<file path="config.mk">
export PLATFORM = sky130hd
export DESIGN_NAME = inactivity_vibration_alert_unit
export DESIGN_NICKNAME = d
export VERILOG_FILES = /design/src/sv/iva_pkg.sv /design/src/sv/iva_fifo.sv /design/src/sv/iva_front.sv /design/src/sv/iva_back.sv /design/src/sv/inactivity_vibration_alert_unit.sv
export SDC_FILE = /design/constraint.sdc
export NUM_CORES = 2
export LEC_CHECK = 0
export BUFFER_PORTS_ARGS = -buffer_cell sky130_fd_sc_hd__buf_2
export CORE_ASPECT_RATIO = 0.6
export CORE_MARGIN = 2
export CORE_UTILIZATION = 40
export CTS_CLUSTER_SIZE = 40
export DETAILED_ROUTE_END_ITERATION = 8
export HOLD_SLACK_MARGIN = 0.1
export PLACE_DENSITY = 0.62
export SETUP_SLACK_MARGIN = 0.4
export SLEW_MARGIN = 20
export SYNTH_ARGS = -nofsm -noshare
export SYNTH_HDL_FRONTEND = slang
export SYNTH_HIERARCHICAL = 1
export SYNTH_SLANG_ARGS = --single-unit
</file>
<file path="constraint.sdc">
create_clock -name i_clk -period 12.25 [get_ports i_clk]
set_input_delay 2.45 -clock i_clk [delete_from_list [all_inputs] [get_ports i_clk]]
set_output_delay 2.45 -clock i_clk [all_outputs]
set_load 0.005 [all_outputs]
</file>
<file path="src/sv/iva_pkg.sv">
`default_nettype none
// ----------------------------------------------------------------------------
// Inactivity vibration alert: shared definitions
// Types, register codes, reset values and ramp constants used by the block.
// ----------------------------------------------------------------------------
package iva_pkg;

    localparam int DEF_WINDOW_LEN  = 4;
    localparam int DEF_SAMPLE_BITS = 16;
    localparam int TIME_W          = 32;
    localparam int QUEUE_DEPTH     = 2;

    // Configuration register indexes.
    localparam logic [1:0] REG_MOTION_THRESHOLD   = 2'd0;
    localparam logic [1:0] REG_ONE_G              = 2'd1;
    localparam logic [1:0] REG_STATIONARY_TIME_MS = 2'd2;
    localparam logic [1:0] REG_RAMP_FLOOR         = 2'd3;

    localparam logic [15:0] RST_MOTION_THRESHOLD   = 16'd328;
    localparam logic [15:0] RST_ONE_G              = 16'd8192;
    localparam logic [31:0] RST_STATIONARY_TIME_MS = 32'd10000;
    localparam logic [7:0]  RST_RAMP_FLOOR         = 8'd40;

    // Ramp phases.
    localparam logic [1:0] PH_IDLE = 2'd0;
    localparam logic [1:0] PH_UP   = 2'd1;
    localparam logic [1:0] PH_DOWN = 2'd2;

    localparam logic [7:0] RAMP_TOP  = 8'd255;
    localparam logic [7:0] RAMP_STEP = 8'd5;
    // Number of 10 ms ticks after which the ramp level reaches the top.
    localparam int         UP_TICKS  = 51;
    // floor(t / 10) equals (t * RECIP_10) >> RECIP_SHIFT for every 32-bit t.
    localparam logic [31:0] RECIP_10    = 32'hCCCC_CCCD;
    localparam int          RECIP_SHIFT = 35;

    localparam int OUT_BITS = 10;
    localparam int OUT_W    = 16;

    typedef struct packed {
        logic [15:0] motion_threshold;
        logic [15:0] one_g;
        logic [31:0] stationary_time_ms;
        logic [7:0]  ramp_floor;
    } t_cfg;

endpackage
`default_nettype wire

</file>
<file path="src/sv/iva_fifo.sv">
`default_nettype none
// ----------------------------------------------------------------------------
// Inactivity vibration alert: magnitude queue
// Short register queue carrying magnitude and timestamp from front to back.
// ----------------------------------------------------------------------------
module iva_fifo #(
    parameter int WIDTH = 48,
    parameter int DEPTH = 2
) (
    input  wire logic             i_clk,
    input  wire logic             i_rst_n,
    input  wire logic             i_push,
    input  wire logic [WIDTH-1:0] i_data,
    output logic                  o_full,
    input  wire logic             i_pop,
    output logic                  o_valid,
    output logic [WIDTH-1:0]      o_data
);
    localparam int PTR_W = (DEPTH > 1) ? $clog2(DEPTH) : 1;
    localparam int CNT_W = $clog2(DEPTH + 1);

    logic [WIDTH-1:0] r_mem [DEPTH];
    logic [PTR_W-1:0] r_wr;
    logic [PTR_W-1:0] r_rd;
    logic [CNT_W-1:0] r_cnt;
    logic             n_do_push;
    logic             n_do_pop;

    assign o_full    = (r_cnt == CNT_W'(DEPTH));
    assign o_valid   = (r_cnt != '0);
    assign o_data    = r_mem[r_rd];
    assign n_do_push = i_push && !o_full;
    assign n_do_pop  = i_pop && o_valid;

    always_ff @(posedge i_clk) begin
        if (!i_rst_n) begin
            r_wr  <= '0;
            r_rd  <= '0;
            r_cnt <= '0;
        end else begin
            if (n_do_push) begin
                r_wr <= (r_wr == PTR_W'(DEPTH - 1)) ? '0 : r_wr + 1'b1;
            end
            if (n_do_pop) begin
                r_rd <= (r_rd == PTR_W'(DEPTH - 1)) ? '0 : r_rd + 1'b1;
            end
            if (n_do_push && !n_do_pop) begin
                r_cnt <= r_cnt + 1'b1;
            end else if (n_do_pop && !n_do_push) begin
                r_cnt <= r_cnt - 1'b1;
            end
        end
    end

    always_ff @(posedge i_clk) begin
        if (n_do_push) begin
            r_mem[r_wr] <= i_data;
        end
    end

endmodule
`default_nettype wire

</file>
<file path="src/sv/iva_front.sv">
`default_nettype none
// ----------------------------------------------------------------------------
// Inactivity vibration alert: front end
// Accepts a sample, sums the three squares and takes the integer square root
// one result bit per cycle, then queues magnitude and timestamp.
// ----------------------------------------------------------------------------
module iva_front #(
    parameter int SAMPLE_BITS = iva_pkg::DEF_SAMPLE_BITS
) (
    input  wire logic                                   i_clk,
    input  wire logic                                   i_rst_n,
    input  wire logic                                   i_valid,
    output logic                                        o_ready,
    input  wire logic [SAMPLE_BITS-1:0]                 i_accel_x,
    input  wire logic [SAMPLE_BITS-1:0]                 i_accel_y,
    input  wire logic [SAMPLE_BITS-1:0]                 i_accel_z,
    input  wire logic [iva_pkg::TIME_W-1:0]             i_time_ms,
    output logic                                        o_push,
    output logic [iva_pkg::TIME_W+SAMPLE_BITS-1:0]      o_item,
    input  wire logic                                   i_full
);
    import iva_pkg::*;

    localparam int S     = SAMPLE_BITS;
    localparam int SQ_W  = 2 * S;
    localparam int CNT_W = $clog2(S);

    localparam logic [1:0] F_IDLE = 2'd0;
    localparam logic [1:0] F_SQ   = 2'd1;
    localparam logic [1:0] F_RT   = 2'd2;
    localparam logic [1:0] F_PUSH = 2'd3;

    logic [1:0]        r_state;
    logic [CNT_W-1:0]  r_cnt;
    logic [S-1:0]      r_smp [3];
    logic [TIME_W-1:0] r_time;
    logic [SQ_W-1:0]   r_acc;
    logic [S-1:0]      r_root;
    logic [S:0]        r_rem;

    logic [SQ_W-1:0]   n_sq;
    logic [S+2:0]      n_part;
    logic [S+2:0]      n_trial;
    logic              n_ge;

    assign o_ready = (r_state == F_IDLE);
    assign o_push  = (r_state == F_PUSH);
    assign o_item  = {r_time, r_root};

    always_comb begin
        n_sq    = SQ_W'($signed(r_smp[r_cnt[1:0]]) * $signed(r_smp[r_cnt[1:0]]));
        // Bring down the next two radicand bits and try appending a one to the root.
        n_part  = {r_rem, r_acc[SQ_W-1 -: 2]};
        n_trial = (S+3)'({r_root, 2'b01});
        n_ge    = (n_part >= n_trial);
    end

    always_ff @(posedge i_clk) begin
        if (!i_rst_n) begin
            r_state <= F_IDLE;
            r_cnt   <= '0;
        end else begin
            unique case (r_state)
                F_IDLE: begin
                    if (i_valid) begin
                        r_state <= F_SQ;
                        r_cnt   <= '0;
                    end
                end
                F_SQ: begin
                    if (r_cnt == CNT_W'(2)) begin
                        r_state <= F_RT;
                        r_cnt   <= '0;
                    end else begin
                        r_cnt <= r_cnt + 1'b1;
                    end
                end
                F_RT: begin
                    if (r_cnt == CNT_W'(S - 1)) begin
                        r_state <= F_PUSH;
                    end else begin
                        r_cnt <= r_cnt + 1'b1;
                    end
                end
                F_PUSH: begin
                    if (!i_full) begin
                        r_state <= F_IDLE;
                    end
                end
                default: r_state <= F_IDLE;
            endcase
        end
    end

    always_ff @(posedge i_clk) begin
        unique case (r_state)
            F_IDLE: begin
                if (i_valid) begin
                    r_smp[0] <= i_accel_x;
                    r_smp[1] <= i_accel_y;
                    r_smp[2] <= i_accel_z;
                    r_time   <= i_time_ms;
                    r_acc    <= '0;
                end
            end
            F_SQ: begin
                r_acc <= r_acc + n_sq;
                if (r_cnt == CNT_W'(2)) begin
                    r_root <= '0;
                    r_rem  <= '0;
                end
            end
            F_RT: begin
                r_acc  <= {r_acc[SQ_W-3:0], 2'b00};
                r_root <= {r_root[S-2:0], n_ge};
                r_rem  <= n_ge ? (S+1)'(n_part - n_trial) : n_part[S:0];
            end
            default: ;
        endcase
    end

endmodule
`default_nettype wire

</file>
<file path="src/sv/iva_back.sv">
`default_nettype none
// ----------------------------------------------------------------------------
// Inactivity vibration alert: back end
// Moving average, motion test, stillness timer and vibration ramp; holds the
// result word until the downstream side takes it.
// ----------------------------------------------------------------------------
module iva_back #(
    parameter int WINDOW_LEN  = iva_pkg::DEF_WINDOW_LEN,
    parameter int SAMPLE_BITS = iva_pkg::DEF_SAMPLE_BITS
) (
    input  wire logic                                   i_clk,
    input  wire logic                                   i_rst_n,
    input  wire iva_pkg::t_cfg                          i_cfg,
    input  wire logic                                   i_q_valid,
    output logic                                        o_q_pop,
    input  wire logic [iva_pkg::TIME_W+SAMPLE_BITS-1:0] i_q_data,
    output logic                                        o_valid,
    input  wire logic                                   i_ready,
    output logic [iva_pkg::OUT_W-1:0]                   o_data
);
    import iva_pkg::*;

    localparam int S         = SAMPLE_BITS;
    localparam int DW        = $clog2(WINDOW_LEN);
    localparam int SUM_W     = S + DW;
    localparam int CMP_W     = ((S > 16) ? S : 16) + 1;
    localparam int AVG_SHIFT = SUM_W + DW;
    localparam int RCP_W     = SUM_W + 2;
    localparam int PRD_W     = SUM_W + RCP_W;
    localparam logic [RCP_W-1:0] AVG_RECIP =
        RCP_W'(((64'd1 << AVG_SHIFT) + 64'(WINDOW_LEN) - 64'd1) / 64'(WINDOW_LEN));

    localparam logic [2:0] B_IDLE = 3'd0;
    localparam logic [2:0] B_WIN  = 3'd1;
    localparam logic [2:0] B_DIV  = 3'd2;
    localparam logic [2:0] B_CMP  = 3'd3;
    localparam logic [2:0] B_MUL  = 3'd4;
    localparam logic [2:0] B_RAMP = 3'd5;
    localparam logic [2:0] B_OUT  = 3'd6;

    logic [2:0]          r_state;
    logic [S-1:0]        r_win [WINDOW_LEN];
    logic [SUM_W-1:0]    r_sum;
    logic [DW-1:0]       r_slot;
    logic [TIME_W-1:0]   r_last_motion;
    logic [1:0]          r_phase;
    logic [TIME_W-1:0]   r_ramp_start;
    logic [S-1:0]        r_mag;
    logic [TIME_W-1:0]   r_now;
    logic [S-1:0]        r_avg;
    logic [63:0]         r_prod;
    logic [OUT_BITS-1:0] r_res;
    logic                r_out_valid;
    logic [OUT_W-1:0]    r_out_data;

    logic [SUM_W-1:0]  n_sum;
    logic [PRD_W-1:0]  n_avg_prod;
    logic [CMP_W-1:0]  n_avg;
    logic [CMP_W-1:0]  n_g;
    logic [CMP_W-1:0]  n_dev;
    logic              n_motion;
    logic              n_still;
    logic [TIME_W-1:0] n_elapsed;
    logic [28:0]       n_ticks;
    logic [7:0]        n_level;
    logic [7:0]        n_drive;
    logic [7:0]        n_span;

    assign o_q_pop = (r_state == B_IDLE) && i_q_valid;
    assign o_valid = r_out_valid;
    assign o_data  = r_out_data;

    always_comb begin
        n_sum      = r_sum - SUM_W'(r_win[r_slot]) + SUM_W'(r_mag);
        // Average by multiplication with the rounded-up reciprocal of the window
        // length; the extra fraction bits make it exact for every window sum.
        n_avg_prod = PRD_W'(r_sum) * PRD_W'(AVG_RECIP);
        n_avg      = CMP_W'(r_avg);
        n_g        = CMP_W'(i_cfg.one_g);
        n_dev      = (n_avg >= n_g) ? n_avg - n_g : n_g - n_avg;
        n_motion   = (n_dev > CMP_W'(i_cfg.motion_threshold));
        n_still    = ((r_now - r_last_motion) >= i_cfg.stationary_time_ms);
        n_elapsed  = r_now - r_ramp_start;
        n_ticks    = r_prod[63:RECIP_SHIFT];
        // Ramp offset in duty steps, held at the top once it gets there.
        n_level    = (n_ticks >= 29'(UP_TICKS)) ? RAMP_TOP
                                                 : 8'(n_ticks[5:0]) * RAMP_STEP;
        n_span     = RAMP_TOP - i_cfg.ramp_floor;
        n_drive    = RAMP_TOP - n_level;
    end

    always_ff @(posedge i_clk) begin
        if (!i_rst_n) begin
            r_state       <= B_IDLE;
            r_sum         <= '0;
            r_slot        <= '0;
            r_last_motion <= '0;
            r_phase       <= PH_IDLE;
            r_ramp_start  <= '0;
            r_out_valid   <= 1'b0;
            for (int i = 0; i < WINDOW_LEN; i++) begin
                r_win[i] <= '0;
            end
        end else begin
            if (r_state == B_OUT && (!r_out_valid || i_ready)) begin
                r_out_valid <= 1'b1;
            end else if (r_out_valid && i_ready) begin
                r_out_valid <= 1'b0;
            end
            unique case (r_state)
                B_IDLE: begin
                    if (i_q_valid) begin
                        r_state <= B_WIN;
                    end
                end
                B_WIN: begin
                    r_sum         <= n_sum;
                    r_win[r_slot] <= r_mag;
                    r_slot        <= (r_slot == DW'(WINDOW_LEN - 1)) ? '0 : r_slot + 1'b1;
                    r_state       <= B_DIV;
                end
                B_DIV: begin
                    r_state <= B_CMP;
                end
                B_CMP: begin
                    if (n_motion) begin
                        r_last_motion <= r_now;
                        r_state       <= B_OUT;
                    end else if (!n_still) begin
                        r_state <= B_OUT;
                    end else if (r_phase != PH_UP && r_phase != PH_DOWN) begin
                        // A new ramp starts at level zero.
                        r_ramp_start <= r_now;
                        r_phase      <= PH_UP;
                        r_state      <= B_OUT;
                    end else begin
                        r_state <= B_MUL;
                    end
                end
                B_MUL: begin
                    r_state <= B_RAMP;
                end
                B_RAMP: begin
                    if (r_phase == PH_UP) begin
                        if (n_ticks >= 29'(UP_TICKS)) begin
                            // The top turns the ramp round within the same sample.
                            r_ramp_start <= r_now;
                            r_phase      <= (n_span == 8'd0) ? PH_IDLE : PH_DOWN;
                        end
                    end else if (n_level >= n_span) begin
                        r_phase <= PH_IDLE;
                    end
                    r_state <= B_OUT;
                end
                B_OUT: begin
                    if (!r_out_valid || i_ready) begin
                        r_state <= B_IDLE;
                    end
                end
                default: r_state <= B_IDLE;
            endcase
        end
    end

    always_ff @(posedge i_clk) begin
        unique case (r_state)
            B_IDLE: begin
                if (i_q_valid) begin
                    r_mag <= i_q_data[S-1:0];
                    r_now <= i_q_data[TIME_W+S-1:S];
                end
            end
            B_DIV: begin
                r_avg <= n_avg_prod[AVG_SHIFT +: S];
            end
            B_CMP: begin
                // Working result: drive level above the alerting and motion flags.
                r_res  <= {8'd0, n_still && !n_motion, n_motion};
                r_prod <= 64'(n_elapsed) * 64'(RECIP_10);
            end
            B_RAMP: begin
                if (r_phase == PH_UP) begin
                    if (n_ticks >= 29'(UP_TICKS) && n_span == 8'd0) begin
                        r_res[9:2] <= i_cfg.ramp_floor;
                    end else begin
                        r_res[9:2] <= n_level;
                    end
                end else if (n_level >= n_span) begin
                    r_res[9:2] <= i_cfg.ramp_floor;
                end else begin
                    r_res[9:2] <= n_drive;
                end
            end
            B_OUT: begin
                // The output word changes only once the previous one has gone.
                if (!r_out_valid || i_ready) begin
                    r_out_data <= {(OUT_W-OUT_BITS)'(0), r_res};
                end
            end
            default: ;
        endcase
    end

endmodule
`default_nettype wire

</file>
<file path="src/sv/inactivity_vibration_alert_unit.sv">
`default_nettype none
// ----------------------------------------------------------------------------
// Inactivity vibration alert unit
// Accelerometer magnitude, moving-average motion test and vibration ramp.
// ----------------------------------------------------------------------------
//  channel   dir  handshake                     payload
//  s_axis    in   s_axis_tvalid/s_axis_tready   x, y, z samples, time_ms
//  m_axis    out  m_axis_tvalid/m_axis_tready   motion_seen, alerting, drive_level
//  cfg       in   i_cfg_we                      i_cfg_idx, i_cfg_data
//
// The front end accepts a sample, forms the three squares on one multiplier,
// takes one square-root bit per cycle and queues the word; it takes no new
// sample until that word is queued. The back end steps through window, average
// by reciprocal multiplication, compare, ramp (only while a ramp runs) and
// output. Reset is synchronous and leaves the window and timers at zero. A
// stalled output holds the back end in its output state; the two-word queue
// lets the front run on.
// ----------------------------------------------------------------------------
module inactivity_vibration_alert_unit #(
    parameter int WINDOW_LEN  = iva_pkg::DEF_WINDOW_LEN,
    parameter int SAMPLE_BITS = iva_pkg::DEF_SAMPLE_BITS
) (
    input  wire logic                  i_clk,
    input  wire logic                  i_rst_n,
    input  wire logic                  s_axis_tvalid,
    output logic                       s_axis_tready,
    // accel_x, accel_y, accel_z, time_ms, zero fill to whole bytes
    input  wire logic [((3*SAMPLE_BITS+iva_pkg::TIME_W+7)/8)*8-1:0] s_axis_tdata,
    output logic                       m_axis_tvalid,
    input  wire logic                  m_axis_tready,
    // motion_seen, alerting, drive_level[7:0], six zero bits
    output logic [iva_pkg::OUT_W-1:0]  m_axis_tdata,
    input  wire logic                  i_cfg_we,
    input  wire logic [1:0]            i_cfg_idx,
    input  wire logic [31:0]           i_cfg_data
);
    import iva_pkg::*;

    localparam int S      = SAMPLE_BITS;
    localparam int ITEM_W = TIME_W + S;

    t_cfg              r_cfg;
    logic              n_push;
    logic [ITEM_W-1:0] n_item;
    logic              n_full;
    logic              n_pop;
    logic              n_q_valid;
    logic [ITEM_W-1:0] n_q_data;

    always_ff @(posedge i_clk) begin
        if (!i_rst_n) begin
            r_cfg.motion_threshold   <= RST_MOTION_THRESHOLD;
            r_cfg.one_g              <= RST_ONE_G;
            r_cfg.stationary_time_ms <= RST_STATIONARY_TIME_MS;
            r_cfg.ramp_floor         <= RST_RAMP_FLOOR;
        end else if (i_cfg_we) begin
            unique case (i_cfg_idx)
                REG_MOTION_THRESHOLD:   r_cfg.motion_threshold   <= i_cfg_data[15:0];
                REG_ONE_G:              r_cfg.one_g              <= i_cfg_data[15:0];
                REG_STATIONARY_TIME_MS: r_cfg.stationary_time_ms <= i_cfg_data;
                REG_RAMP_FLOOR:         r_cfg.ramp_floor         <= i_cfg_data[7:0];
                default: ;
            endcase
        end
    end

    iva_front #(
        .SAMPLE_BITS (SAMPLE_BITS)
    ) u_front (
        .i_clk     (i_clk),
        .i_rst_n   (i_rst_n),
        .i_valid   (s_axis_tvalid),
        .o_ready   (s_axis_tready),
        .i_accel_x (s_axis_tdata[S-1:0]),
        .i_accel_y (s_axis_tdata[2*S-1:S]),
        .i_accel_z (s_axis_tdata[3*S-1:2*S]),
        .i_time_ms (s_axis_tdata[3*S+TIME_W-1:3*S]),
        .o_push    (n_push),
        .o_item    (n_item),
        .i_full    (n_full)
    );

    iva_fifo #(
        .WIDTH (ITEM_W),
        .DEPTH (QUEUE_DEPTH)
    ) u_fifo (
        .i_clk   (i_clk),
        .i_rst_n (i_rst_n),
        .i_push  (n_push),
        .i_data  (n_item),
        .o_full  (n_full),
        .i_pop   (n_pop),
        .o_valid (n_q_valid),
        .o_data  (n_q_data)
    );

    iva_back #(
        .WINDOW_LEN  (WINDOW_LEN),
        .SAMPLE_BITS (SAMPLE_BITS)
    ) u_back (
        .i_clk     (i_clk),
        .i_rst_n   (i_rst_n),
        .i_cfg     (r_cfg),
        .i_q_valid (n_q_valid),
        .o_q_pop   (n_pop),
        .i_q_data  (n_q_data),
        .o_valid   (m_axis_tvalid),
        .i_ready   (m_axis_tready),
        .o_data    (m_axis_tdata)
    );

endmodule
`default_nettype wire
</file>
After elaboration in Yosys (flattened, before gate mapping)
Memories as Yosys holds them, arrays and structs flattened. A register that Yosys moved wholly into a read port is not among the register bits.
Cells that the tools add are included.
Widths: inputs -> output; s select.

storage, ports and cells
  register bits = 369
  bits of input ports = 119
  word-level logic and storage cells = 193
  memories kept = 3
  memory bits (writable) = 208
  output and inout bits = 18

memory list
  name           depth  width  rd ports  clocked after Yosys merged registers in  wr ports  RTL line         text
  u_fifo.r_mem   2      48     1         1                                        1         iva_fifo.sv:22   logic [WIDTH-1:0] r_mem [DEPTH];
  u_back.r_win   4      16     1         1                                        4         iva_back.sv:42   logic [S-1:0] r_win [WINDOW_LEN];
  u_front.r_smp  3      16     1         1                                        3         iva_front.sv:35  logic [S-1:0] r_smp [3];

operators by class
  eq/ne operators = 33
  add/sub/neg operators = 16
  reduce and logical (&&, ||, !) cells = 42
  multiply operators = 3
  $lt $le $gt $ge = 6
  multiplexer cells = 65

operators with widths
  cell                    count
  $mux 32                 6
  $pmux 32 s3             1
  $mul 32x32->64 const B  1
  $pmux 32 s2             1
  $sub 32x32->32          2
  $mux 17                 3
  $mux 2                  20
  $pmux 17 s2             1
  $sub 16x16->17          2
  $add 32x32->32          1
  $ge 32x32->1            1
  $mul 16x16->32          1
  $mux 16                 2
  $mux 8                  4
  $pmux 16 s2             1
  $ge 29x6->1 const B     1
  $reduce_and 2->1        11
  $pmux 3 s7              1
  $ge 19x18->1            1
  $add 18x16->18          1
  $sub 18x16->18          1
  $gt 17x16->1            1
  $sub 17x17->17          1
  $ge 16x16->1            1
  37 further kinds        99

Logic depth before layout (Yosys ltp)
  depth after elaboration = 7
  gate-level depth with buffers = 39
  gate-level depth less buffers = 38

By module
Netlist, hierarchy kept.

by module, submodules not included
  module                           instances  area an instance (um^2)  cells an instance  sequential area each (um^2)
  iva_back                         1          33,684.8                 3,355              7,156.9
  iva_front                        1          16,402.0                 1,578              4,514.3
  iva_fifo                         1          3,697.3                  174                2,982.9
  inactivity_vibration_alert_unit  1          2,824.0                  285                1,441.4

Worst setup path after synthesis
Ideal clock, no wire load.

  path type = reg-to-reg
  from = register u_back.r_now[0]
  to = register u_back.r_prod[60], data pin
  arrival = 8.984 ns
  stages on the path, launching flop included = 36
  required time = 11.989 ns
  buffers on the path = 0
  library setup time = 0.261 ns
  path slack = 3.006 ns
  clock period less this slack = 9.244 ns
  cell sequence = edfxtp_1 -> inv_1 -> ha_1 -> fa_1 -> nor2b_1 -> o21ai_0 -> a21boi_0 -> nor2b_1 -> o21ai_0 -> a21oi_1 -> a311o_1 -> o31ai_1 -> nor2_1 -> xnor2_1 -> ha_1 -> ha_1 -> inv_1 -> fa_1 -> inv_1 -> fa_1 -> fa_1 -> fa_1 -> fa_1 -> inv_1 -> fa_1 -> inv_1 -> ha_1 -> a21o_1 -> a21oi_1 -> a21boi_0 -> o211ai_1 -> o21ai_0 -> or2_2 -> a21oi_1 -> o21ai_0 -> o311a_1

between the ends
  cells in the longest elaborated chain, start to end = 2

ends and longest elaborated chain
  element                 RTL line         text
  start, declared         iva_back.sv:49   logic [TIME_W-1:0] r_now;
  start signal, assigned  iva_back.sv:170  r_now <= i_q_data[TIME_W+S-1:S];
  $sub 32x32->32          iva_back.sv:83   n_elapsed = r_now - r_ramp_start;
  $mul 32x32->64          iva_back.sv:179  r_prod <= 64'(n_elapsed) * 64'(RECIP_10);
  end signal, assigned    iva_back.sv:179
  end, declared           iva_back.sv:51   logic [63:0] r_prod;

Every way passes these cells.
A chain may end at the register's enable or synchronous reset.

Final worst setup path
Ends and elaborated chain as after synthesis.

==> results.cfg <==
[floorplanning]
io_pins = 137
die_x_um = 490
coreArea_um2 = 140000
start_util_pct = 40.5
rows = 106
die_h_um = 295
die_area_um2 = 145000

[setup_path]
crit_family = adder cells
worstSetupPathType = reg -> reg
path_common_cell = fa_1
worst_setup_path_end_kind = register
startpoint_type = register
path_buf_inv = 7
path_max_fanout = 5
worst_ep_required_time_ps = 12690
max_stage_delay_ps = 630
worst_ep_arrival_time_ps = 11410
crit_slowest_cell = xnor2_1

[detailed_routing]
drc = 0
drt_iter0_drc = 3716
routed_via_density = 5.09
ant_nets = 0
drt_first_pass_iters = 6
routed_wl_mm = 158
wl_per_cell_um = 21.2
via_count = 37948

[cts]
clock-sinks = 595
clk_latency_ps = 700
cts-resized-gates = 0
htree_levels = 2
cts_tree = yes
postCtsHoldBufs = 0
cts-root-buf = clkbuf_16
clk_pin_slew_worst_paths_ps = 70
clockBufferDepth = 3
post_cts_buffers = 0
cts_made_buffers = 60

[finish]
drive_gt1_share_pct = 6.79
syn2layout_area_growth_pct = 8.81
final_common_cell = inv_1
final_cell_mix = 1225 x inv_1, 699 x fa_1, 645 x ha_1, 418 x edfxtp_1, 332 x nand2_1
fillers = 13219
post-route-util_pct = 44.0
fin_area_um2 = 61600
nets = 6969

[timing]
fin_skew_ps = 51.5
rsz0062_at_grt = false
maxSlewViolCount = 0
finalSetupViolCount = 0
worstMarginPinSlew_ps = 1060
fmax_mhz = 91.2
period_needed_ps = 10960
setup-tns-final_ps = 0
timing.final.crit_share_pct = 89.5
slew_headroom_pct = 29.6
hold_viol = 0

[yosys]
async_flop_share_pct = 0
synth.largest_area_cell = fa_1
syn_inst = 5392
ys_types = 94
ys_ff_latch = 595
synth_area_leaders = fa_1 25%, edfxtp_1 22%, ha_1 14%
netlist.area_leader.share_pct = 24.7
synth_area_um2 = 56600
ys_warn_count = 6
synthFlopType = edfxtp_1
synth_seq_area_share_pct = 28.4
syn_avg_cell_area_um2 = 10.5
synth_edf_count = 418

[run_status]
status = complete, no violations

[place]
dp_hpwl_mm = 130
placed_cell_area_um2 = 59400
io_buffers = 130
gp_congestion = 1.01

[run]
max_cap_viol_count = 0

[grt]
antenna_found_initial = 7
grt_pass1_vias = 38508
overflow = 0
grtUsageTotal_pct = 22.3
grt_max_degree = 75
grt_pass1_wl_mm = 242

[worst_hold_path]
hold_class = reg -> reg
[final cells by class]
class                   count  area, um^2  area share [%]
multi-input cells        3434       35300            57.3
flip-flops and latches    595       16100            26.1
inverters                1236        4640            7.53
well taps                1890        2360            3.84
clock buffers              68        1600            2.60
repair buffers            179        1020            1.66
clock inverters            44         537           0.871
diodes                      3        7.51          0.0122
[synthesized netlist by cell type, types with 40 or more instances]
library cell	n
inv_1	1226
fa_1	699
ha_1	645
edfxtp_1	418
nand2_1	332
nor2_1	289
a21oi_1	191
dfxtp_1	177
mux2i_1	130
o21ai_0	124
xnor2_1	118
a21o_1	97
clkbuf_1	85
nand3_1	78
xor2_1	55
and2_1	54
nor3_1	42
o31ai_1	42
a211oi_1	40
[worst reg2reg max path: cells and delay by family (launching register included)]
| family | cells | cell delay [ps] |
|---|---|---|
| buffers and inverters | 7 | 700 |
| XOR/XNOR | 1 | 630 |
| AO/OA/AOI/OAI | 14 | 3330 |
| flip-flops | 1 | 380 |
| AND/OR/NAND/NOR | 4 | 750 |
| adder cells (fa/ha/maj) | 11 | 4930 |
[worst paths after layout]
check,cells after the start,endpoint,slack (ps),start
max,37,u_back/r_prod[60],1290,u_back/r_now[0]
min,0,u_back/o_data[3],420,u_back/r_res[3]
max reg2reg,37,u_back/r_prod[60],1290,u_back/r_now[0]
min reg2reg,0,u_back/o_data[3],420,u_back/r_res[3]
[stage by stage]
stage	cells	worst slack, ps	hold WS (ps)
final	7449	1290	420
after global routing	7448	613	429
after CTS	7446	1420	421
after detailed placement	7334	1450	405
after global placement	7334	1810	406
after floorplan	5397	3010	400
[per-layer routing]
metal | vias up | share of wire (%) | GRT usage [%]
met2 | 1361 | 35 | 27.0
li1 | 17815 | - | -
met1 | 18669 | 51 | 35.4
met4 | 4 | 1.0 | 2.55
met3 | 99 | 13 | 10.6
met5 | - | 0.081 | 0.560
[kinds of logic (layout without fill, tap and decap cells)]
| family | Yosys count | after routing | synth area share (%) |
|---|---|---|---|
| adder cells (fa/ha/maj) | 1344 | 1344 | 39.0 |
| AND/OR/NAND/NOR | 1000 | 1000 | 8.22 |
| other | 1 | 9 | 0.00662 |
| buffers and inverters | 1368 | 1527 | 9.36 |
| AO/OA/AOI/OAI | 712 | 712 | 8.34 |
| multiplexers | 199 | 199 | 3.99 |
| flip-flops | 595 | 595 | 28.4 |
| XOR/XNOR | 173 | 173 | 2.68 |
[registers in the layout, indices dropped and copies added, names as in the netlist, 29 cells and up, named ones only]
name,cells
r_cfg,72
u_back/r_last_motion,32
u_back/r_now,32
u_back/r_prod,29
u_back/r_ramp_start,32
u_back/r_win,64
u_fifo/r_mem,96
u_front/r_acc,32
u_front/r_smp,48
u_front/r_time,32
Power is left out: the tool's default activity adds up to more than one toggle a clock period on the data nets, which glitch-free logic cannot reach.
